==> src/rtl/core/ansi_escape_console_filter_assert.svh <==
// assertion helpers shared by the console filter
`ifndef ANSI_ESCAPE_CONSOLE_FILTER_ASSERT_SVH
`define ANSI_ESCAPE_CONSOLE_FILTER_ASSERT_SVH

// antecedent implies consequent in the same cycle
`define ACF_ASSERT_IMPLIES(label, ante, cons, msg) \
    label: assert property (@(posedge aclk) disable iff (!aresetn) (ante) |-> (cons)) \
        else $error(msg);

// antecedent implies consequent in the next cycle
`define ACF_ASSERT_NEXT(label, ante, cons, msg) \
    label: assert property (@(posedge aclk) disable iff (!aresetn) (ante) |=> (cons)) \
        else $error(msg);

`endif

==> src/rtl/core/acf_pkg.sv <==
package acf_pkg;

    localparam logic [7:0] ESC_BYTE   = 8'h1B;
    localparam logic [7:0] FINAL_LOW  = 8'h40;
    localparam logic [7:0] FINAL_HIGH = 8'h7E;
    localparam logic [7:0] CR_BYTE    = 8'h0D;
    localparam logic [7:0] LF_BYTE    = 8'h0A;
    localparam logic [7:0] LBRACK     = 8'h5B;
    localparam logic [7:0] CHAR_J     = 8'h4A;
    localparam logic [7:0] CHAR_K     = 8'h4B;
    localparam logic [7:0] CHAR_0     = 8'h30;
    localparam logic [7:0] CHAR_2     = 8'h32;

    localparam int MAX_RES = 3;

    typedef enum logic [1:0] {
        ACT_APPEND = 2'd0,
        ACT_CLEAR  = 2'd1,
        ACT_HOME   = 2'd2
    } action_t;

    typedef enum logic [1:0] {
        MODE_IDLE = 2'd0,
        MODE_ESC  = 2'd1,
        MODE_CSI  = 2'd2
    } mode_t;

    // all results caused by one input byte
    typedef struct packed {
        logic [MAX_RES-1:0][1:0] act;
        logic [MAX_RES-1:0][7:0] chr;
        logic [1:0]              cnt;
    } bundle_t;

    function automatic bundle_t emit(bundle_t b, action_t a, logic [7:0] ch);
        bundle_t r;
        r = b;
        if (b.cnt < 2'(MAX_RES)) begin
            r.act[b.cnt] = a;
            r.chr[b.cnt] = ch;
            r.cnt        = b.cnt + 2'd1;
        end
        return r;
    endfunction

endpackage

==> src/rtl/core/acf_front.sv <==
module acf_front (
    input  logic               aclk,
    input  logic               aresetn,
    input  logic               in_accept,
    input  logic [7:0]         char_in,
    input  logic               chunk_end,
    output logic               push,
    output acf_pkg::bundle_t   push_data
);

    acf_pkg::mode_t mode_reg, mode_next;
    logic [1:0]     pc_reg, pc_next;
    logic [7:0]     fp_reg, fp_next;
    logic           crp_reg, crp_next;
    acf_pkg::bundle_t bnd;

    always_comb begin
        logic run_idle;
        run_idle  = 1'b0;
        mode_next = mode_reg;
        pc_next   = pc_reg;
        fp_next   = fp_reg;
        crp_next  = crp_reg;
        bnd       = '0;

        case (mode_reg)
            acf_pkg::MODE_ESC: begin
                if (char_in == acf_pkg::LBRACK) begin
                    mode_next = acf_pkg::MODE_CSI;
                    pc_next   = 2'd0;
                    fp_next   = 8'd0;
                end else begin
                    mode_next = acf_pkg::MODE_IDLE;
                    // held escape goes out as a plain byte
                    if (crp_next) begin
                        bnd      = acf_pkg::emit(bnd, acf_pkg::ACT_HOME, 8'd0);
                        crp_next = 1'b0;
                    end
                    bnd      = acf_pkg::emit(bnd, acf_pkg::ACT_APPEND, acf_pkg::ESC_BYTE);
                    run_idle = 1'b1;
                end
            end
            acf_pkg::MODE_CSI: begin
                if (char_in inside {[acf_pkg::FINAL_LOW:acf_pkg::FINAL_HIGH]}) begin
                    mode_next = acf_pkg::MODE_IDLE;
                    if (char_in == acf_pkg::CHAR_J && pc_reg == 2'd1
                            && fp_reg == acf_pkg::CHAR_2) begin
                        crp_next = 1'b0;
                        bnd      = acf_pkg::emit(bnd, acf_pkg::ACT_CLEAR, 8'd0);
                    end else if (char_in == acf_pkg::CHAR_K && (pc_reg != 2'd1
                            || fp_reg == acf_pkg::CHAR_0 || fp_reg == acf_pkg::CHAR_2)) begin
                        // erase line acts as a carriage return
                        if (crp_next) bnd = acf_pkg::emit(bnd, acf_pkg::ACT_HOME, 8'd0);
                        crp_next = 1'b1;
                    end
                    pc_next = 2'd0;
                    fp_next = 8'd0;
                end else begin
                    if (pc_reg == 2'd0) fp_next = char_in;
                    if (pc_reg < 2'd2) pc_next = pc_reg + 2'd1;
                end
            end
            default: begin
                mode_next = acf_pkg::MODE_IDLE;
                run_idle  = 1'b1;
            end
        endcase

        if (run_idle) begin
            if (char_in == acf_pkg::ESC_BYTE) begin
                mode_next = acf_pkg::MODE_ESC;
            end else if (char_in == acf_pkg::CR_BYTE) begin
                if (crp_next) bnd = acf_pkg::emit(bnd, acf_pkg::ACT_HOME, 8'd0);
                crp_next = 1'b1;
            end else begin
                if (crp_next) begin
                    if (char_in != acf_pkg::LF_BYTE)
                        bnd = acf_pkg::emit(bnd, acf_pkg::ACT_HOME, 8'd0);
                    crp_next = 1'b0;
                end
                bnd = acf_pkg::emit(bnd, acf_pkg::ACT_APPEND, char_in);
            end
        end

        if (chunk_end) begin
            if (mode_next == acf_pkg::MODE_ESC) begin
                if (crp_next) begin
                    bnd      = acf_pkg::emit(bnd, acf_pkg::ACT_HOME, 8'd0);
                    crp_next = 1'b0;
                end
                bnd = acf_pkg::emit(bnd, acf_pkg::ACT_APPEND, acf_pkg::ESC_BYTE);
            end
            mode_next = acf_pkg::MODE_IDLE;
            pc_next   = 2'd0;
            fp_next   = 8'd0;
            if (crp_next) begin
                bnd      = acf_pkg::emit(bnd, acf_pkg::ACT_HOME, 8'd0);
                crp_next = 1'b0;
            end
        end
    end

    assign push      = in_accept && (bnd.cnt != 2'd0);
    assign push_data = bnd;

    always_ff @(posedge aclk) begin
        if (!aresetn) begin
            mode_reg <= acf_pkg::MODE_IDLE;
            pc_reg   <= 2'd0;
            fp_reg   <= 8'd0;
            crp_reg  <= 1'b0;
        end else if (in_accept) begin
            mode_reg <= mode_next;
            pc_reg   <= pc_next;
            fp_reg   <= fp_next;
            crp_reg  <= crp_next;
        end
    end

endmodule

==> src/rtl/core/acf_queue.sv <==
module acf_queue (
    input  logic             aclk,
    input  logic             aresetn,
    input  logic             push,
    input  acf_pkg::bundle_t push_data,
    input  logic             pop,
    output acf_pkg::bundle_t pop_data,
    output logic             full,
    output logic             not_empty
);

    acf_pkg::bundle_t slot_reg [2];
    logic             wr_ptr_reg;
    logic             rd_ptr_reg;
    logic [1:0]       count_reg;
    logic             do_push;
    logic             do_pop;

    assign full      = (count_reg == 2'd2);
    assign not_empty = (count_reg != 2'd0);
    assign do_push   = push && !full;
    assign do_pop    = pop && not_empty;
    assign pop_data  = slot_reg[rd_ptr_reg];

    always_ff @(posedge aclk) begin
        if (do_push) slot_reg[wr_ptr_reg] <= push_data;
    end

    always_ff @(posedge aclk) begin
        if (!aresetn) begin
            wr_ptr_reg <= 1'b0;
            rd_ptr_reg <= 1'b0;
            count_reg  <= 2'd0;
        end else begin
            if (do_push) wr_ptr_reg <= ~wr_ptr_reg;
            if (do_pop)  rd_ptr_reg <= ~rd_ptr_reg;
            count_reg <= count_reg + 2'(do_push) - 2'(do_pop);
        end
    end

endmodule

==> src/rtl/core/acf_back.sv <==
module acf_back (
    input  logic             aclk,
    input  logic             aresetn,
    input  logic             q_valid,
    input  acf_pkg::bundle_t q_data,
    output logic             q_pop,
    output logic             m_valid,
    input  logic             m_ready,
    output logic [1:0]       m_action,
    output logic [7:0]       m_char,
    output logic             m_last
);

    acf_pkg::bundle_t cur_reg;
    logic             cur_valid_reg;
    logic [1:0]       idx_reg;
    logic             m_valid_reg;
    logic [1:0]       act_reg;
    logic [7:0]       chr_reg;
    logic             last_reg;
    logic             out_free;
    logic             cur_last;
    logic             cur_done;

    assign out_free = !m_valid_reg || m_ready;
    assign cur_last = (idx_reg == cur_reg.cnt - 2'd1);
    assign cur_done = cur_valid_reg && out_free && cur_last;
    assign q_pop    = q_valid && (!cur_valid_reg || cur_done);

    always_ff @(posedge aclk) begin
        if (!aresetn) begin
            cur_valid_reg <= 1'b0;
            idx_reg       <= 2'd0;
            m_valid_reg   <= 1'b0;
        end else begin
            if (q_pop) begin
                cur_valid_reg <= 1'b1;
                idx_reg       <= 2'd0;
            end else if (cur_done) begin
                cur_valid_reg <= 1'b0;
            end else if (cur_valid_reg && out_free) begin
                idx_reg <= idx_reg + 2'd1;
            end
            if (out_free) m_valid_reg <= cur_valid_reg;
        end
    end

    always_ff @(posedge aclk) begin
        if (q_pop) cur_reg <= q_data;
        if (out_free && cur_valid_reg) begin
            act_reg  <= cur_reg.act[idx_reg];
            chr_reg  <= cur_reg.chr[idx_reg];
            last_reg <= cur_last;
        end
    end

    assign m_valid  = m_valid_reg;
    assign m_action = act_reg;
    assign m_char   = chr_reg;
    assign m_last   = last_reg;

endmodule

==> src/rtl/core/ansi_escape_console_filter.sv <==
// Console byte filter: takes one raw byte per cycle on the s_ side while s_tready is high
// (tlast marks the end of a drain chunk) and emits screen edit words on the m_ side: append
// a byte, clear the screen, or return to line start. ESC[2J clears, erase-line forms of
// ESC[K act as a carriage return, other CSI sequences are dropped, and CR right before LF
// is dropped. A byte may cause zero to three result words; the result port sends one word
// per cycle while m_tready is high, so a stream of single-result bytes runs at one byte
// per cycle, and a byte with n results holds the result port for n words. The first word
// of a byte passes the two-entry queue of per-byte result groups, the current group register
// and the output register on its way to m_tvalid. tready drops only when that queue is full.
`include "ansi_escape_console_filter_assert.svh"

module ansi_escape_console_filter (
    input  logic        aclk,
    input  logic        aresetn,
    input  logic        s_tvalid,
    output logic        s_tready,
    input  logic [7:0]  s_tdata,   // char_in
    input  logic        s_tlast,   // chunk_end
    output logic        m_tvalid,
    input  logic        m_tready,
    output logic [7:0]  m_tdata,   // char_out
    output logic [1:0]  m_tuser,   // action
    output logic        m_tlast    // last
);

    logic             in_accept;
    logic             push;
    acf_pkg::bundle_t push_data;
    logic             q_pop;
    acf_pkg::bundle_t q_data;
    logic             q_full;
    logic             q_valid;
    logic [1:0]       action;
    logic [7:0]       char_out;
    logic             cmd_word;

    assign s_tready  = !q_full;
    assign in_accept = s_tvalid && s_tready;

    acf_front u_front (
        .aclk      (aclk),
        .aresetn   (aresetn),
        .in_accept (in_accept),
        .char_in   (s_tdata),
        .chunk_end (s_tlast),
        .push      (push),
        .push_data (push_data)
    );

    acf_queue u_queue (
        .aclk      (aclk),
        .aresetn   (aresetn),
        .push      (push),
        .push_data (push_data),
        .pop       (q_pop),
        .pop_data  (q_data),
        .full      (q_full),
        .not_empty (q_valid)
    );

    acf_back u_back (
        .aclk     (aclk),
        .aresetn  (aresetn),
        .q_valid  (q_valid),
        .q_data   (q_data),
        .q_pop    (q_pop),
        .m_valid  (m_tvalid),
        .m_ready  (m_tready),
        .m_action (action),
        .m_char   (char_out),
        .m_last   (m_tlast)
    );

    assign m_tdata  = char_out;
    assign m_tuser  = action;
    assign cmd_word = m_tvalid && (action != acf_pkg::ACT_APPEND);

    `ACF_ASSERT_IMPLIES(a_action_legal, m_tvalid, action != 2'd3, "illegal action code")
    `ACF_ASSERT_IMPLIES(a_cmd_no_char, cmd_word, char_out == 8'd0, "command word carries a byte")
    `ACF_ASSERT_IMPLIES(a_no_push_when_full, q_full, !in_accept, "byte taken with queue full")
    `ACF_ASSERT_NEXT(a_word_held, m_tvalid && !m_tready, m_tvalid && $stable(m_tdata) && $stable(m_tuser) && $stable(m_tlast), "stalled word changed")

endmodule
==> config.mk <==
export PLATFORM = sky130hd
export DESIGN_NAME = ansi_escape_console_filter
export DESIGN_NICKNAME = d
export VERILOG_FILES = /design/src/rtl/core/acf_pkg.sv /design/src/rtl/core/acf_front.sv /design/src/rtl/core/acf_queue.sv /design/src/rtl/core/acf_back.sv /design/src/rtl/core/ansi_escape_console_filter.sv
export VERILOG_INCLUDE_DIRS = /design/src /design/src/rtl/core
export SDC_FILE = /design/constraint.sdc
export NUM_CORES = 1
export LEC_CHECK = 0
export CAP_MARGIN = 5
export CORE_MARGIN = 3
export CORE_UTILIZATION = 68
export DETAILED_ROUTE_END_ITERATION = 7
export DONT_BUFFER_PORTS = 1
export GPL_ROUTABILITY_DRIVEN = 0
export MAX_ROUTING_LAYER = met4
export PLACE_DENSITY = 0.85
export RECOVER_POWER = 100
export SYNTH_ARGS = -nofsm -noshare
export SYNTH_HDL_FRONTEND = slang
export SYNTH_SLANG_ARGS = --single-unit
==> constraint.sdc <==
create_clock -name aclk -period 6.5 [get_ports aclk]
set_clock_uncertainty 0.1 [all_clocks]
set_input_delay 0.65 -clock aclk [delete_from_list [all_inputs] [get_ports aclk]]
set_output_delay 0.65 -clock aclk [all_outputs]
set_load 0.05 [all_outputs]
==> flow_summary.yaml <==
route:
  via_per_inst: 6.40
  drc: 0
  totalWireLength_um: 11300
  num_vias: 3527
  drt_iter0_drc: 314
  wl_per_cell_um: 20.5
  dr.pass1.iters: 5
  ant_nets: 0
synth:
  synth_cell_type_count: 76
  synth_area_leaders: "edfxtp_1, dfxtp_1, mux2_2"
  async_flop_share: 0
  synth-edff-count: 101
  syn_nets: 448
  synth_cells: 429
  synth.yosys.warnings: 0
  synth_top_area_cell: "edfxtp_1"
  synth.avg_cell_area_um2: 13.2
  synth_ff_type: "edfxtp_1"
  ys_ff_latch: 122
  syn-cell-area_mm2: 0.00567
  yosysSeqAreaShare: 0.610
  synth_top_area_frac: 0.535
clock_tree:
  clock_tree.root_cell: "clkbuf_8"
  insertion_delay_ps: 510
  post_cts_buffers: 0
  cts_sinks: 122
  max-clock-path-buffers: 2
  clkTransAtPathRegs_ps: 60
  holdBufCountCts: 0
  cts_tree: "built"
  cts_buffers: 17
  ctsResizeCount: 0
  cts_max_level: 4
timing:
  slew_violations: 62
  fin_crit_ps: 4580
  hold_viol_final: 0
  setup_slack_ps: 1920
  min_period_over_period: 0.705
  worst_pin_slew_ps: 1680
  max-slew-margin-rel: -0.123
  finalSetupViolations: 0
  finalSetupTns_ps: 0
  fmaxAchievable_ghz: 0.218
  rsz0062_at_grt: "false"
global_route:
  grt_use_total: 0.255
  grt_max_degree: 31
  grt_pass1_vias: 3506
  overflow: 0
  grt_pass1_wl_um: 18100
  antenna_found_initial: 0
pwr:
  p_per_area_mw_per_mm2: 413
  p_comb_frac: 0.149
  vdd_ir_drop_max_mv: 0.279
  power.share.switching: 0.289
  seqPwrFrac: 0.481
  switchingPower_mw: 0.744
  p_total_mw: 2.58
  p_leak_nw: 2.20
  p_int_mw: 1.83
  clkPwrFrac: 0.369
place:
  dp_hpwl_um: 7230
  portBuffers: 0
  pre_cts_slack_ps: 2780
floorplan:
  die_h_um: 97.3
  io_pins: 26
  core.rowCount: 32
  die-area_mm2: 0.00946
  core-area_mm2: 0.00789
  die_w_um: 97.3
  initial_core_util: 0.718
worst_setup_path:
  end_kind: "register"
  cp.arrival_ps: 4750
  worstSetupPathType: "reg2reg"
  critPathRequiredTime_ps: 6660
  critPathLaunchType: "register"
  critPathMaxFanout: 14
outcome:
  violations: "max-capacitance violations, max-slew violations"
  status: "complete, but fails checks"
finish:
  largest_reg_flops: 60
  num-fill-cells: 424
  antennaDiodeCount: 0
  layout.nets: 455
  drive_gt1_frac: 0.171
  syn2layout_area_growth_pct: 10.1
worst_hold_path:
  min_path_type: "in2reg"
flow_run:
  cap_violations: 2
power groups by stage:
| stage | clock (mW) | combinational, mW | sequential, mW |
|---|---|---|---|
| global placement | 0 | 0.376 | 1.24 |
| global route | 0.997 | 0.431 | 1.25 |
| floorplan | 0 | 0.309 | 1.23 |
| finish | 0.952 | 0.385 | 1.24 |
| detailed placement | 0 | 0.390 | 1.25 |
| CTS | 0.961 | 0.400 | 1.24 |
logic make-up after synthesis:
kind of cell | share of synthesized area
adder cells (fa/ha/maj) | 0.0150
multiplexers | 0.0811
buffers and inverters | 0.0292
AND/OR/NAND/NOR | 0.131
flip-flops | 0.610
AO/OA/AOI/OAI | 0.125
XOR/XNOR | 0.00928
final cells by class:
cell class | instances | area, um^2 | share of cell area
Tap cell | 102 | 128 | 0.0205
Timing Repair Buffer | 4 | 22.5 | 0.00361
Clock inverter | 15 | 190 | 0.0305
Multi-Input combinational cell | 277 | 1980 | 0.317
Clock buffer | 17 | 414 | 0.0664
Inverter | 14 | 52.6 | 0.00842
Sequential cell | 122 | 3450 | 0.554
final timing paths:
check | cells after the start | from | slack, ps | to
setup / recovery | 8 | u_front.fp_reg[7]$_SDFFE_PN0P_ | 1920 | u_queue.slot_reg[1][5]$_DFFE_PP_
setup reg to reg | 8 | u_front.fp_reg[7]$_SDFFE_PN0P_ | 1920 | u_queue.slot_reg[1][5]$_DFFE_PP_
hold reg to reg | 2 | u_front.fp_reg[7]$_SDFFE_PN0P_ | 360 | u_front.fp_reg[7]$_SDFFE_PN0P_
hold / removal | 2 | aresetn | 150 | u_front.pc_reg[1]$_SDFFE_PN0P_
per-layer routing:
layer | vias up | global-route usage | share of wire
li1 | 1649 | - | -
met1 | 1698 | 0.310 | 0.40
met2 | 150 | 0.407 | 0.51
met3 | 30 | 0.0474 | 0.064
met4 | 0 | 0.137 | 0.028
met5 | - | - | 0
cells in the final DEF (no fill, tap or decap), types with 6 or more instances in the layout:
| cell type | count |
|---|---|
| mux2_1 | 8 |
| and2_1 | 6 |
| mux2i_1 | 11 |
| and2_0 | 6 |
| a21o_1 | 9 |
| nand3_1 | 11 |
| ha_1 | 6 |
| o21ai_0 | 21 |
| clkbuf_16 | 16 |
| inv_1 | 14 |
| nand2_1 | 42 |
| dfxtp_1 | 21 |
| a21boi_0 | 12 |
| nor2b_1 | 6 |
| edfxtp_1 | 101 |
| a21oi_1 | 7 |
| nor3_1 | 6 |
| mux2_2 | 23 |
| nor2_1 | 21 |
synth_stat cells, drive strengths merged, types with 9 or more instances:
cell type	n
edfxtp	101
nor2	21
nand3	11
o21ai	23
mux2i	11
dfxtp	21
a21boi	12
a21o	9
mux2	31
and2	14
nand2	42
inv	14
critical path, cell delays in order (launching register included):
cell,delay [ps]
dfxtp_1,300
nand4bb_1,200
o41ai_1,620
a31oi_1,210
o21ai_0,1020
a21oi_1,490
o21ai_0,820
o41ai_1,310
a21o_1,260
per-stage QoR:
stage	instances	area (um^2)	util	hold WS [ps]
floorplan	429	5670	-	336
finish	551	6240	0.791	154
global route	551	6240	0.791	155
detailed placement	519	5710	0.724	354
global placement	519	5710	0.724	350
CTS	551	6320	0.801	143
(Power assumes the default switching activity.)
